### src/rtl/rk4_pkg.sv
// shared types, constants and arithmetic helpers for the rk4 step block
`timescale 1ns / 1ps

package rk4_pkg;

    localparam int FRAC_BITS = 24;
    localparam int DATA_W    = 32;
    localparam int PROD_W    = 64;
    localparam int ACC_W     = 35;
    localparam int DIV_W     = 36;
    localparam int DIGIT_W   = 4;
    localparam int DIV_STEPS = DIV_W / DIGIT_W;
    localparam int CNT_W     = 4;
    localparam int CFG_IDX_W = 2;
    localparam int STAGE_W   = 2;

    localparam logic [CFG_IDX_W-1:0] CFG_STEP_SIZE   = 2'd0;
    localparam logic [CFG_IDX_W-1:0] CFG_GROWTH_RATE = 2'd1;
    localparam logic [CFG_IDX_W-1:0] CFG_INTERACTION = 2'd2;
    localparam logic [CFG_IDX_W-1:0] CFG_INIT_VALUE  = 2'd3;

    localparam logic [STAGE_W-1:0] STAGE_K1 = 2'd0;
    localparam logic [STAGE_W-1:0] STAGE_K2 = 2'd1;
    localparam logic [STAGE_W-1:0] STAGE_K3 = 2'd2;
    localparam logic [STAGE_W-1:0] STAGE_K4 = 2'd3;

    localparam logic signed [63:0] ONE_Q = 64'sd1 <<< FRAC_BITS;

    localparam logic signed [DATA_W-1:0] RST_STEP   = DATA_W'(ONE_Q);
    localparam logic signed [DATA_W-1:0] RST_GROWTH = DATA_W'(-((8 * ONE_Q + 5) / 10));
    localparam logic signed [DATA_W-1:0] RST_INTER  = DATA_W'(-((ONE_Q + 10) / 20));
    localparam logic signed [DATA_W-1:0] RST_INIT   = DATA_W'(ONE_Q / 2);

    localparam logic signed [63:0] MAX32 = 64'sd2147483647;
    localparam logic signed [63:0] MIN32 = -64'sd2147483648;

    // floor(s/6) = floor(floor(s/2)/3); the halved sum is biased positive by a multiple of 3
    localparam logic [DIV_W-1:0]        DIV_OFFSET = DIV_W'(64'd3 << 31);
    localparam logic signed [ACC_W-1:0] QUO_BIAS   = ACC_W'(64'sd1 <<< 31);

    typedef struct packed {
        logic signed [DATA_W-1:0] val;
        logic                     sat;
    } clip_t;

    typedef struct packed {
        logic [DIGIT_W-1:0] q;
        logic [1:0]         r;
    } div_digit_t;

    typedef struct packed {
        logic                restart;
        logic                start;
        logic                xin_en;
        logic                mul1_en;
        logic                addr_en;
        logic                mul2_en;
        logic                mul3_en;
        logic                k_en;
        logic                prep_en;
        logic                div_en;
        logic                fin_en;
        logic                out_load;
        logic [STAGE_W-1:0]  stage;
    } dp_cmd_t;

    function automatic clip_t clip32(input logic signed [63:0] v);
        clip_t res;
        if (v > MAX32)
        begin
            res.val = DATA_W'(MAX32);
            res.sat = 1'b1;
        end
        else if (v < MIN32)
        begin
            res.val = DATA_W'(MIN32);
            res.sat = 1'b1;
        end
        else
        begin
            res.val = DATA_W'(v);
            res.sat = 1'b0;
        end
        return res;
    endfunction

    // one radix-16 digit of a division by 3, incoming remainder below 3
    function automatic div_digit_t div3_digit(input logic [5:0] v);
        div_digit_t res;
        logic [5:0] rem6;
        res.q = '0;
        for (int j = 1; j < 16; j++)
        begin
            if (v >= 6'(3 * j))
                res.q = DIGIT_W'(j);
        end
        rem6  = v - 6'(res.q) * 6'd3;
        res.r = rem6[1:0];
        return res;
    endfunction

endpackage

### src/rtl/rk4_ctrl.sv
// sequencer for the rk4 step: stage order, divider count and output handshake
`timescale 1ns / 1ps

module rk4_ctrl
(
    input  logic              clk,
    input  logic              rst_n,
    input  logic              in_valid,
    input  logic              restart,
    output logic              in_stall,
    output logic              out_valid,
    input  logic              out_stall,
    output rk4_pkg::dp_cmd_t  cmd
);

    localparam logic [3:0] S_IDLE = 4'd0;
    localparam logic [3:0] S_XIN  = 4'd1;
    localparam logic [3:0] S_MUL1 = 4'd2;
    localparam logic [3:0] S_ADDR = 4'd3;
    localparam logic [3:0] S_MUL2 = 4'd4;
    localparam logic [3:0] S_MUL3 = 4'd5;
    localparam logic [3:0] S_KST  = 4'd6;
    localparam logic [3:0] S_PREP = 4'd7;
    localparam logic [3:0] S_DIV  = 4'd8;
    localparam logic [3:0] S_FIN  = 4'd9;
    localparam logic [3:0] S_DONE = 4'd10;

    logic [3:0]                  state_reg, state_next;
    logic [rk4_pkg::STAGE_W-1:0] stage_reg, stage_next;
    logic [rk4_pkg::CNT_W-1:0]   cnt_reg, cnt_next;
    logic                        out_valid_reg, out_valid_next;
    logic                        out_free;

    assign out_free  = !out_valid_reg || !out_stall;
    assign in_stall  = (state_reg != S_IDLE);
    assign out_valid = out_valid_reg;

    always_comb
    begin
        state_next = state_reg;
        stage_next = stage_reg;
        cnt_next   = cnt_reg;
        cmd        = '0;
        cmd.stage  = stage_reg;
        unique case (state_reg)
            S_IDLE:
            begin
                if (in_valid)
                begin
                    if (restart)
                    begin
                        cmd.restart = 1'b1;
                    end
                    else
                    begin
                        cmd.start  = 1'b1;
                        stage_next = rk4_pkg::STAGE_K1;
                    end
                    state_next = restart ? S_DONE : S_XIN;
                end
            end
            S_XIN:
            begin
                cmd.xin_en = 1'b1;
                state_next = S_MUL1;
            end
            S_MUL1:
            begin
                cmd.mul1_en = 1'b1;
                state_next  = S_ADDR;
            end
            S_ADDR:
            begin
                cmd.addr_en = 1'b1;
                state_next  = S_MUL2;
            end
            S_MUL2:
            begin
                cmd.mul2_en = 1'b1;
                state_next  = S_MUL3;
            end
            S_MUL3:
            begin
                cmd.mul3_en = 1'b1;
                state_next  = S_KST;
            end
            S_KST:
            begin
                cmd.k_en = 1'b1;
                if (stage_reg == rk4_pkg::STAGE_K4)
                begin
                    state_next = S_PREP;
                end
                else
                begin
                    stage_next = stage_reg + rk4_pkg::STAGE_W'(1);
                    state_next = S_XIN;
                end
            end
            S_PREP:
            begin
                cmd.prep_en = 1'b1;
                cnt_next    = '0;
                state_next  = S_DIV;
            end
            S_DIV:
            begin
                cmd.div_en = 1'b1;
                cnt_next   = cnt_reg + rk4_pkg::CNT_W'(1);
                if (cnt_reg == rk4_pkg::CNT_W'(rk4_pkg::DIV_STEPS - 1))
                    state_next = S_FIN;
            end
            S_FIN:
            begin
                cmd.fin_en = 1'b1;
                state_next = S_DONE;
            end
            S_DONE:
            begin
                if (out_free)
                begin
                    cmd.out_load = 1'b1;
                    state_next   = S_IDLE;
                end
            end
            default:
            begin
                state_next = S_IDLE;
            end
        endcase
    end

    always_comb
    begin
        if (cmd.out_load)
            out_valid_next = 1'b1;
        else if (!out_stall)
            out_valid_next = 1'b0;
        else
            out_valid_next = out_valid_reg;
    end

    always_ff @(posedge clk or negedge rst_n)
    begin
        if (!rst_n)
        begin
            state_reg     <= S_IDLE;
            stage_reg     <= rk4_pkg::STAGE_K1;
            cnt_reg       <= '0;
            out_valid_reg <= 1'b0;
        end
        else
        begin
            state_reg     <= state_next;
            stage_reg     <= stage_next;
            cnt_reg       <= cnt_next;
            out_valid_reg <= out_valid_next;
        end
    end

endmodule

### src/rtl/rk4_dp.sv
// datapath for the rk4 step: registers, shared multiplier, accumulator, divide by six
`timescale 1ns / 1ps

module rk4_dp
(
    input  logic                                 clk,
    input  logic                                 rst_n,
    input  logic                                 cfg_wr_en,
    input  logic [rk4_pkg::CFG_IDX_W-1:0]        cfg_wr_idx,
    input  logic [rk4_pkg::DATA_W-1:0]           cfg_wr_data,
    input  rk4_pkg::dp_cmd_t                     cmd,
    output logic signed [rk4_pkg::DATA_W-1:0]    value_out,
    output logic                                 saturated
);

    logic signed [rk4_pkg::DATA_W-1:0] step_reg;
    logic signed [rk4_pkg::DATA_W-1:0] growth_reg;
    logic signed [rk4_pkg::DATA_W-1:0] inter_reg;
    logic signed [rk4_pkg::DATA_W-1:0] init_reg;
    logic signed [rk4_pkg::DATA_W-1:0] cur_reg;
    logic signed [rk4_pkg::DATA_W-1:0] res_val_reg;
    logic                              sat_reg;

    logic signed [rk4_pkg::DATA_W-1:0] xin_reg;
    logic signed [rk4_pkg::DATA_W-1:0] a_reg;
    logic signed [rk4_pkg::DATA_W-1:0] k_reg;
    logic signed [rk4_pkg::PROD_W-1:0] prod_reg;
    logic signed [rk4_pkg::ACC_W-1:0]  acc_reg;
    logic [rk4_pkg::DIV_W-1:0]         div_reg;
    logic [rk4_pkg::DIV_W-1:0]         quo_reg;
    logic [1:0]                        rem_reg;

    logic signed [rk4_pkg::DATA_W-1:0] value_out_reg;
    logic                              saturated_reg;

    logic signed [rk4_pkg::PROD_W-1:0] prod_sh;
    rk4_pkg::clip_t                    prod_clip;
    rk4_pkg::clip_t                    xin_clip;
    rk4_pkg::clip_t                    add_clip;
    rk4_pkg::clip_t                    fin_clip;
    logic signed [rk4_pkg::DATA_W-1:0] addend;
    logic signed [rk4_pkg::DATA_W-1:0] mul_a;
    logic signed [rk4_pkg::DATA_W-1:0] mul_b;
    logic signed [rk4_pkg::ACC_W-1:0]  k_ext;
    logic signed [rk4_pkg::ACC_W-1:0]  k_term;
    logic signed [rk4_pkg::ACC_W-1:0]  acc_half;
    logic signed [rk4_pkg::ACC_W-1:0]  quot;
    rk4_pkg::div_digit_t               digit;

    assign prod_sh   = prod_reg >>> rk4_pkg::FRAC_BITS;
    assign prod_clip = rk4_pkg::clip32(prod_sh);

    // stage input offset: none, k/2, k/2, k
    always_comb
    begin
        unique case (cmd.stage)
            rk4_pkg::STAGE_K1: addend = '0;
            rk4_pkg::STAGE_K2: addend = k_reg >>> 1;
            rk4_pkg::STAGE_K3: addend = k_reg >>> 1;
            rk4_pkg::STAGE_K4: addend = k_reg;
            default:           addend = '0;
        endcase
    end

    assign xin_clip = rk4_pkg::clip32(rk4_pkg::PROD_W'(cur_reg) + rk4_pkg::PROD_W'(addend));
    assign add_clip = rk4_pkg::clip32(rk4_pkg::PROD_W'(growth_reg)
                                      + rk4_pkg::PROD_W'(prod_clip.val));

    always_comb
    begin
        priority if (cmd.mul1_en)
        begin
            mul_a = inter_reg;
            mul_b = xin_reg;
        end
        else if (cmd.mul2_en)
        begin
            mul_a = a_reg;
            mul_b = xin_reg;
        end
        else
        begin
            mul_a = step_reg;
            mul_b = prod_clip.val;
        end
    end

    assign k_ext  = rk4_pkg::ACC_W'(prod_clip.val);
    assign k_term = (cmd.stage == rk4_pkg::STAGE_K2 || cmd.stage == rk4_pkg::STAGE_K3)
                    ? (k_ext <<< 1) : k_ext;

    assign acc_half = acc_reg >>> 1;
    assign digit    = rk4_pkg::div3_digit({rem_reg,
                                           div_reg[rk4_pkg::DIV_W-1 -: rk4_pkg::DIGIT_W]});
    assign quot     = $signed(quo_reg[rk4_pkg::ACC_W-1:0]) - rk4_pkg::QUO_BIAS;
    assign fin_clip = rk4_pkg::clip32(rk4_pkg::PROD_W'(cur_reg) + rk4_pkg::PROD_W'(quot));

    // configuration, population state and status
    always_ff @(posedge clk or negedge rst_n)
    begin
        if (!rst_n)
        begin
            step_reg   <= rk4_pkg::RST_STEP;
            growth_reg <= rk4_pkg::RST_GROWTH;
            inter_reg  <= rk4_pkg::RST_INTER;
            init_reg   <= rk4_pkg::RST_INIT;
            cur_reg    <= rk4_pkg::RST_INIT;
            sat_reg    <= 1'b0;
        end
        else
        begin
            if (cfg_wr_en)
            begin
                unique case (cfg_wr_idx)
                    rk4_pkg::CFG_STEP_SIZE:   step_reg   <= cfg_wr_data;
                    rk4_pkg::CFG_GROWTH_RATE: growth_reg <= cfg_wr_data;
                    rk4_pkg::CFG_INTERACTION: inter_reg  <= cfg_wr_data;
                    rk4_pkg::CFG_INIT_VALUE:  init_reg   <= cfg_wr_data;
                    default:                  init_reg   <= init_reg;
                endcase
            end
            if (cmd.restart)
            begin
                cur_reg <= init_reg;
                sat_reg <= 1'b0;
            end
            else if (cmd.start)
            begin
                sat_reg <= 1'b0;
            end
            else if (cmd.xin_en)
            begin
                sat_reg <= sat_reg | xin_clip.sat;
            end
            else if (cmd.addr_en)
            begin
                sat_reg <= sat_reg | prod_clip.sat | add_clip.sat;
            end
            else if (cmd.mul3_en || cmd.k_en)
            begin
                sat_reg <= sat_reg | prod_clip.sat;
            end
            else if (cmd.fin_en)
            begin
                cur_reg <= fin_clip.val;
                sat_reg <= sat_reg | fin_clip.sat;
            end
        end
    end

    // working registers
    always_ff @(posedge clk)
    begin
        if (cmd.restart)
            res_val_reg <= init_reg;
        else if (cmd.start)
            res_val_reg <= cur_reg;

        if (cmd.start)
            acc_reg <= '0;
        else if (cmd.k_en)
            acc_reg <= acc_reg + k_term;

        if (cmd.xin_en)
            xin_reg <= xin_clip.val;
        if (cmd.addr_en)
            a_reg <= add_clip.val;
        if (cmd.k_en)
            k_reg <= prod_clip.val;
        if (cmd.mul1_en || cmd.mul2_en || cmd.mul3_en)
            prod_reg <= rk4_pkg::PROD_W'(mul_a) * rk4_pkg::PROD_W'(mul_b);

        if (cmd.prep_en)
        begin
            div_reg <= rk4_pkg::DIV_W'(acc_half) + rk4_pkg::DIV_OFFSET;
            quo_reg <= '0;
            rem_reg <= '0;
        end
        else if (cmd.div_en)
        begin
            div_reg <= div_reg << rk4_pkg::DIGIT_W;
            quo_reg <= {quo_reg[rk4_pkg::DIV_W-rk4_pkg::DIGIT_W-1:0], digit.q};
            rem_reg <= digit.r;
        end

        if (cmd.out_load)
        begin
            value_out_reg <= res_val_reg;
            saturated_reg <= sat_reg;
        end
    end

    assign value_out = value_out_reg;
    assign saturated = saturated_reg;

endmodule

### src/rtl/rk4_logistic_step.sv
// top level of the fixed-point rk4 integrator for dx/dt = (r + b*x)*x
`timescale 1ns / 1ps

// One RK4 step of dx/dt = (r + b*x)*x in signed Q8.24 with saturation. A transfer with
// restart high reloads the population from initial_value and returns it with saturated
// low. A transfer with restart low returns the population before the step and advances
// it: four slope evaluations through the one shared 32x32 multiplier (three products per
// slope), then a radix-16 division of the weighted sum by six and the final saturating
// add. One item is in work at a time; the finished result sits in an output register,
// so a new item is taken while it waits. Registers are written through
// cfg_wr_en/cfg_wr_idx/cfg_wr_data; the user must write them only while the block is
// idle, and the block itself does not enforce this.

module rk4_logistic_step
(
    input  logic                                 clk,
    input  logic                                 rst_n,
    input  logic                                 cfg_wr_en,
    input  logic [rk4_pkg::CFG_IDX_W-1:0]        cfg_wr_idx,
    input  logic [rk4_pkg::DATA_W-1:0]           cfg_wr_data,
    input  logic                                 in_valid,
    output logic                                 in_stall,
    input  logic                                 restart,
    output logic                                 out_valid,
    input  logic                                 out_stall,
    output logic signed [rk4_pkg::DATA_W-1:0]    value_out,
    output logic                                 saturated
);

    rk4_pkg::dp_cmd_t cmd;

    rk4_ctrl u_ctrl
    (
        .clk       (clk),
        .rst_n     (rst_n),
        .in_valid  (in_valid),
        .restart   (restart),
        .in_stall  (in_stall),
        .out_valid (out_valid),
        .out_stall (out_stall),
        .cmd       (cmd)
    );

    rk4_dp u_dp
    (
        .clk         (clk),
        .rst_n       (rst_n),
        .cfg_wr_en   (cfg_wr_en),
        .cfg_wr_idx  (cfg_wr_idx),
        .cfg_wr_data (cfg_wr_data),
        .cmd         (cmd),
        .value_out   (value_out),
        .saturated   (saturated)
    );

endmodule
### config.mk
export PLATFORM = sky130hd
export DESIGN_NAME = rk4_logistic_step
export DESIGN_NICKNAME = d
export VERILOG_FILES = /design/src/rtl/rk4_pkg.sv /design/src/rtl/rk4_ctrl.sv /design/src/rtl/rk4_dp.sv /design/src/rtl/rk4_logistic_step.sv
export SDC_FILE = /design/constraint.sdc
export NUM_CORES = 2
export LEC_CHECK = 0
export ABC_AREA = 1
export BUFFER_PORTS_ARGS = -buffer_cell sky130_fd_sc_hd__clkbuf_2
export CORE_MARGIN = 2
export CORE_UTILIZATION = 55
export DETAILED_ROUTE_END_ITERATION = 10
export GPL_TIMING_DRIVEN = 0
export PLACE_DENSITY = 0.8
export SYNTH_ARGS = -nofsm -noshare
export SYNTH_HDL_FRONTEND = slang
export SYNTH_HIERARCHICAL = 1
export SYNTH_SLANG_ARGS = --single-unit
### constraint.sdc
create_clock -name clk -period 25.4 [get_ports clk]
set_clock_uncertainty 0.15 [all_clocks]
set_input_delay 2.54 -clock clk [delete_from_list [all_inputs] [get_ports clk]]
set_output_delay 2.54 -clock clk [all_outputs]
set_load 0.02 [all_outputs]
==> run metrics <==
reg-to-reg slack, setup=13.61 ns; HPWL Detailed=199 mm; DR vias=54200; wire per inst=26.1 microns; FF-to-FF path depth=34; clock root buffer=clkbuf_16; Finish-stage setup viols=0; Metal-1 WL=96.6 mm; Post-synth EDFFs=~240; Starting DRT DRC Count=slightly below 7000; starting density of the core=0.553; Worst path slowest cell=o21ai_1; Routed Antenna Nets=0; H-tree depth=2; Max Cap Viol=3; final worst-path cycle share=0.464; core box area=~0.11 sq mm; clk slew on worst S/H paths=0.07 ns; met2 wire len=approximately 95 mm; Mapped Area=between 0.06 and 0.07 sq mm; CTS Buf Count=45; Pre-antenna DRT Iters=6; largest net degree at the start of global routing=114; layout cells sized above 1=0.0605; Hold Startpoint=u_dp/res_val_reg[9]; Worst Max-Slew Pin Slew=1.60 ns; Vias/cell=5.91; Die Wd=343 microns; RSZ-0062 raised after global routing=no; DRC errors left=0; Critical path origin=u_ctrl/state_reg[2]; hold crit path type=reg2reg; antenna violations before repair=11; post_cts resized=0; worst-path maximum fanout=10; Final WS setup=about 14 ns; total congestion overflow=0; Hold Vio Cnt, Final=0; Clk Latency, worst-skew pair=~0.6 ns; routability cong.=around 1.1; metal3 WL=34.1 mm; Mapped Nets=8926; worst path required time=25.58 ns; fin. max-slew vios=17; Tmin final=between 10 and 15 ns; total clock sinks=481; Crit. End Element=flop; vias in the first global route=53200; worst r2r src=u_ctrl/state_reg[2]; Cells after Synth=~7500; R2R Path End=u_dp/prod_reg[63]; GRT Overall Usage=0.412; outcome=complete, but fails checks; setup bufs post-CTS=0; clock tree from TritonCTS=done; library cells used by synthesis=62; sequential area share after synthesis=0.204; Die H=343 microns; main flop type after synthesis=edfxtp_1; I/O pin count=75; first-pass GRT wire length=350 mm; Critical Path End=u_dp/prod_reg[63]; worst stage delay on the critical path=1.33 ns; Max Used Layer=met5; #FFs+latches synth=about 480; Slew HR=-0.0755; Area growth syn-to-layout=6.43%; Async SR Flop Fraction=0.358; die area=0.118 sq mm; clk buf depth=3; CP arrival=11.97 ns; failing checks=max-capacitance violations, max-slew violations; setup tns final=0 ns; IO buf count=74; number of hold buffers added after CTS=0; max reg flops=40; Avg Inst Size Synth=8.44 sq um; Setup WS pre-CTS=roughly 14 ns; YS warnings=6; Core Util, Final=0.589; # rows=about 120; Peak Freq=about 0.085 GHz; Critical Path Start Type=flop; Final nets=9058; Setup CP Type=reg2reg; wirelength, routed=roughly 240 mm
[through the flow]
stage | cell area, sq um | cells | hold slack [ns]
global placement | 65400 | 9067 | 0.253
detailed placement | 65700 | 9077 | 0.255
CTS | 67200 | 9160 | 0.270
finish | 67200 | 9170 | 0.269
floorplan | 63200 | 7481 | 0.250
global route | 67200 | 9162 | 0.276
[cells in the final DEF, fill, tap and decap left out, types with 9 or more instances in the layout]
cell type | synthesis | routed
o211ai_1 | 18 | 18
inv_1 | 1510 | 1509
nand3_1 | 146 | 146
o21a_1 | 16 | 16
nand4_1 | 23 | 23
nor4_1 | 16 | 16
o21ai_0 | 413 | 407
clkbuf_1 | 174 | 184
nand2_1 | 1445 | 1444
fa_1 | 1085 | 1085
clkbuf_16 | 0 | 50
a21oi_1 | 312 | 312
ha_1 | 320 | 320
edfxtp_1 | 237 | 237
buf_2 | 67 | 67
nand2_2 | 22 | 23
dfstp_2 | 45 | 45
nor2_1 | 824 | 823
inv_2 | 24 | 25
dfrtp_1 | 127 | 127
nor3_1 | 26 | 26
o22ai_1 | 90 | 89
dfxtp_1 | 72 | 72
xor2_1 | 95 | 95
clkbuf_8 | 0 | 9
clkbuf_2 | 1 | 75
buf_4 | 12 | 14
diode_2 | 0 | 9
a31oi_1 | 36 | 36
o21ai_2 | 40 | 52
or2_2 | 38 | 38
clkinv_1 | 10 | 12
o21ai_1 | 55 | 49
o21bai_1 | 15 | 15
xnor2_1 | 61 | 61
[worst max-delay path: cells and delay by family, from the launching register on]
family / cells / cell delay (ns)
buffers and inverters: 12 / 2.71
AO/OA/AOI/OAI: 5 / 2.85
flip-flops: 1 / 0.47
adder cells (fa/ha/maj): 9 / 4.09
AND/OR/NAND/NOR: 8 / 1.21
[per-layer routing]
metal / global-route usage / vias up
li1: - / 23200
met1: 0.597 / 27000
met2: 0.558 / 3464
met3: 0.140 / 587
met4: 0.180 / 12
met5: 0.00721 / -
[Yosys cell counts, types with 12 or more instances]
master    number  area share
a21oi_1      312       0.025
a31oi_1       36      0.0036
buf_2         67      0.0053
buf_4         12      0.0014
clkbuf_1     174       0.010
dfrtp_1      127       0.050
dfstp_2       45       0.019
dfxtp_1       72       0.023
edfxtp_1     237        0.11
fa_1        1085        0.34
ha_1         320       0.063
inv_1       1510       0.090
inv_2         24      0.0014
nand2_1     1445       0.086
nand2_2       22      0.0022
nand3_1      146       0.012
nand4_1       23      0.0023
nor2_1       824       0.049
nor3_1        26      0.0021
nor4_1        16      0.0016
o211ai_1      18      0.0021
o21a_1        16      0.0019
o21ai_0      413       0.033
o21ai_1       55      0.0044
o21ai_2       40      0.0055
o21bai_1      15      0.0018
o22ai_1       90      0.0089
or2_2         38      0.0038
xnor2_1       61      0.0085
xor2_1        95       0.013
[worst min-delay path by stage]
stage	cells past startpoint	end
after floorplan	0	u_dp/value_out[0]
after global placement	0	u_dp/value_out[28]
after detailed placement	0	u_dp/value_out[22]
after CTS	0	u_dp/value_out[22]
after global routing	0	u_dp/value_out[23]
final	0	u_dp/value_out[9]
[kinds of logic (layout without fill, tap and decap cells)]
group	after synthesis	count (layout)	synth area share
adder cells (fa/ha/maj)	1405	1405	0.407
buffers and inverters	1815	1983	0.111
flip-flops	481	481	0.204
AO/OA/AOI/OAI	1051	1051	0.0932
other	0	9	0
AND/OR/NAND/NOR	2573	2573	0.162
XOR/XNOR	156	156	0.0216
[layout make-up]
type | instances | area, sq um
clock buffer | 69 | 1400
sequential | 481 | 12900
fill | 10200 | 47000
antenna | 9 | 22.5
timing repair buffer | 85 | 577
clock inverter | 14 | 103
multi-input combinational | 5185 | 43300
tap | 1512 | 1890
buffer | 271 | 1220
inverter | 1544 | 5800
Power is left out: the tool's default activity adds up to more than one toggle a clock period on the data nets, which glitch-free logic cannot reach.
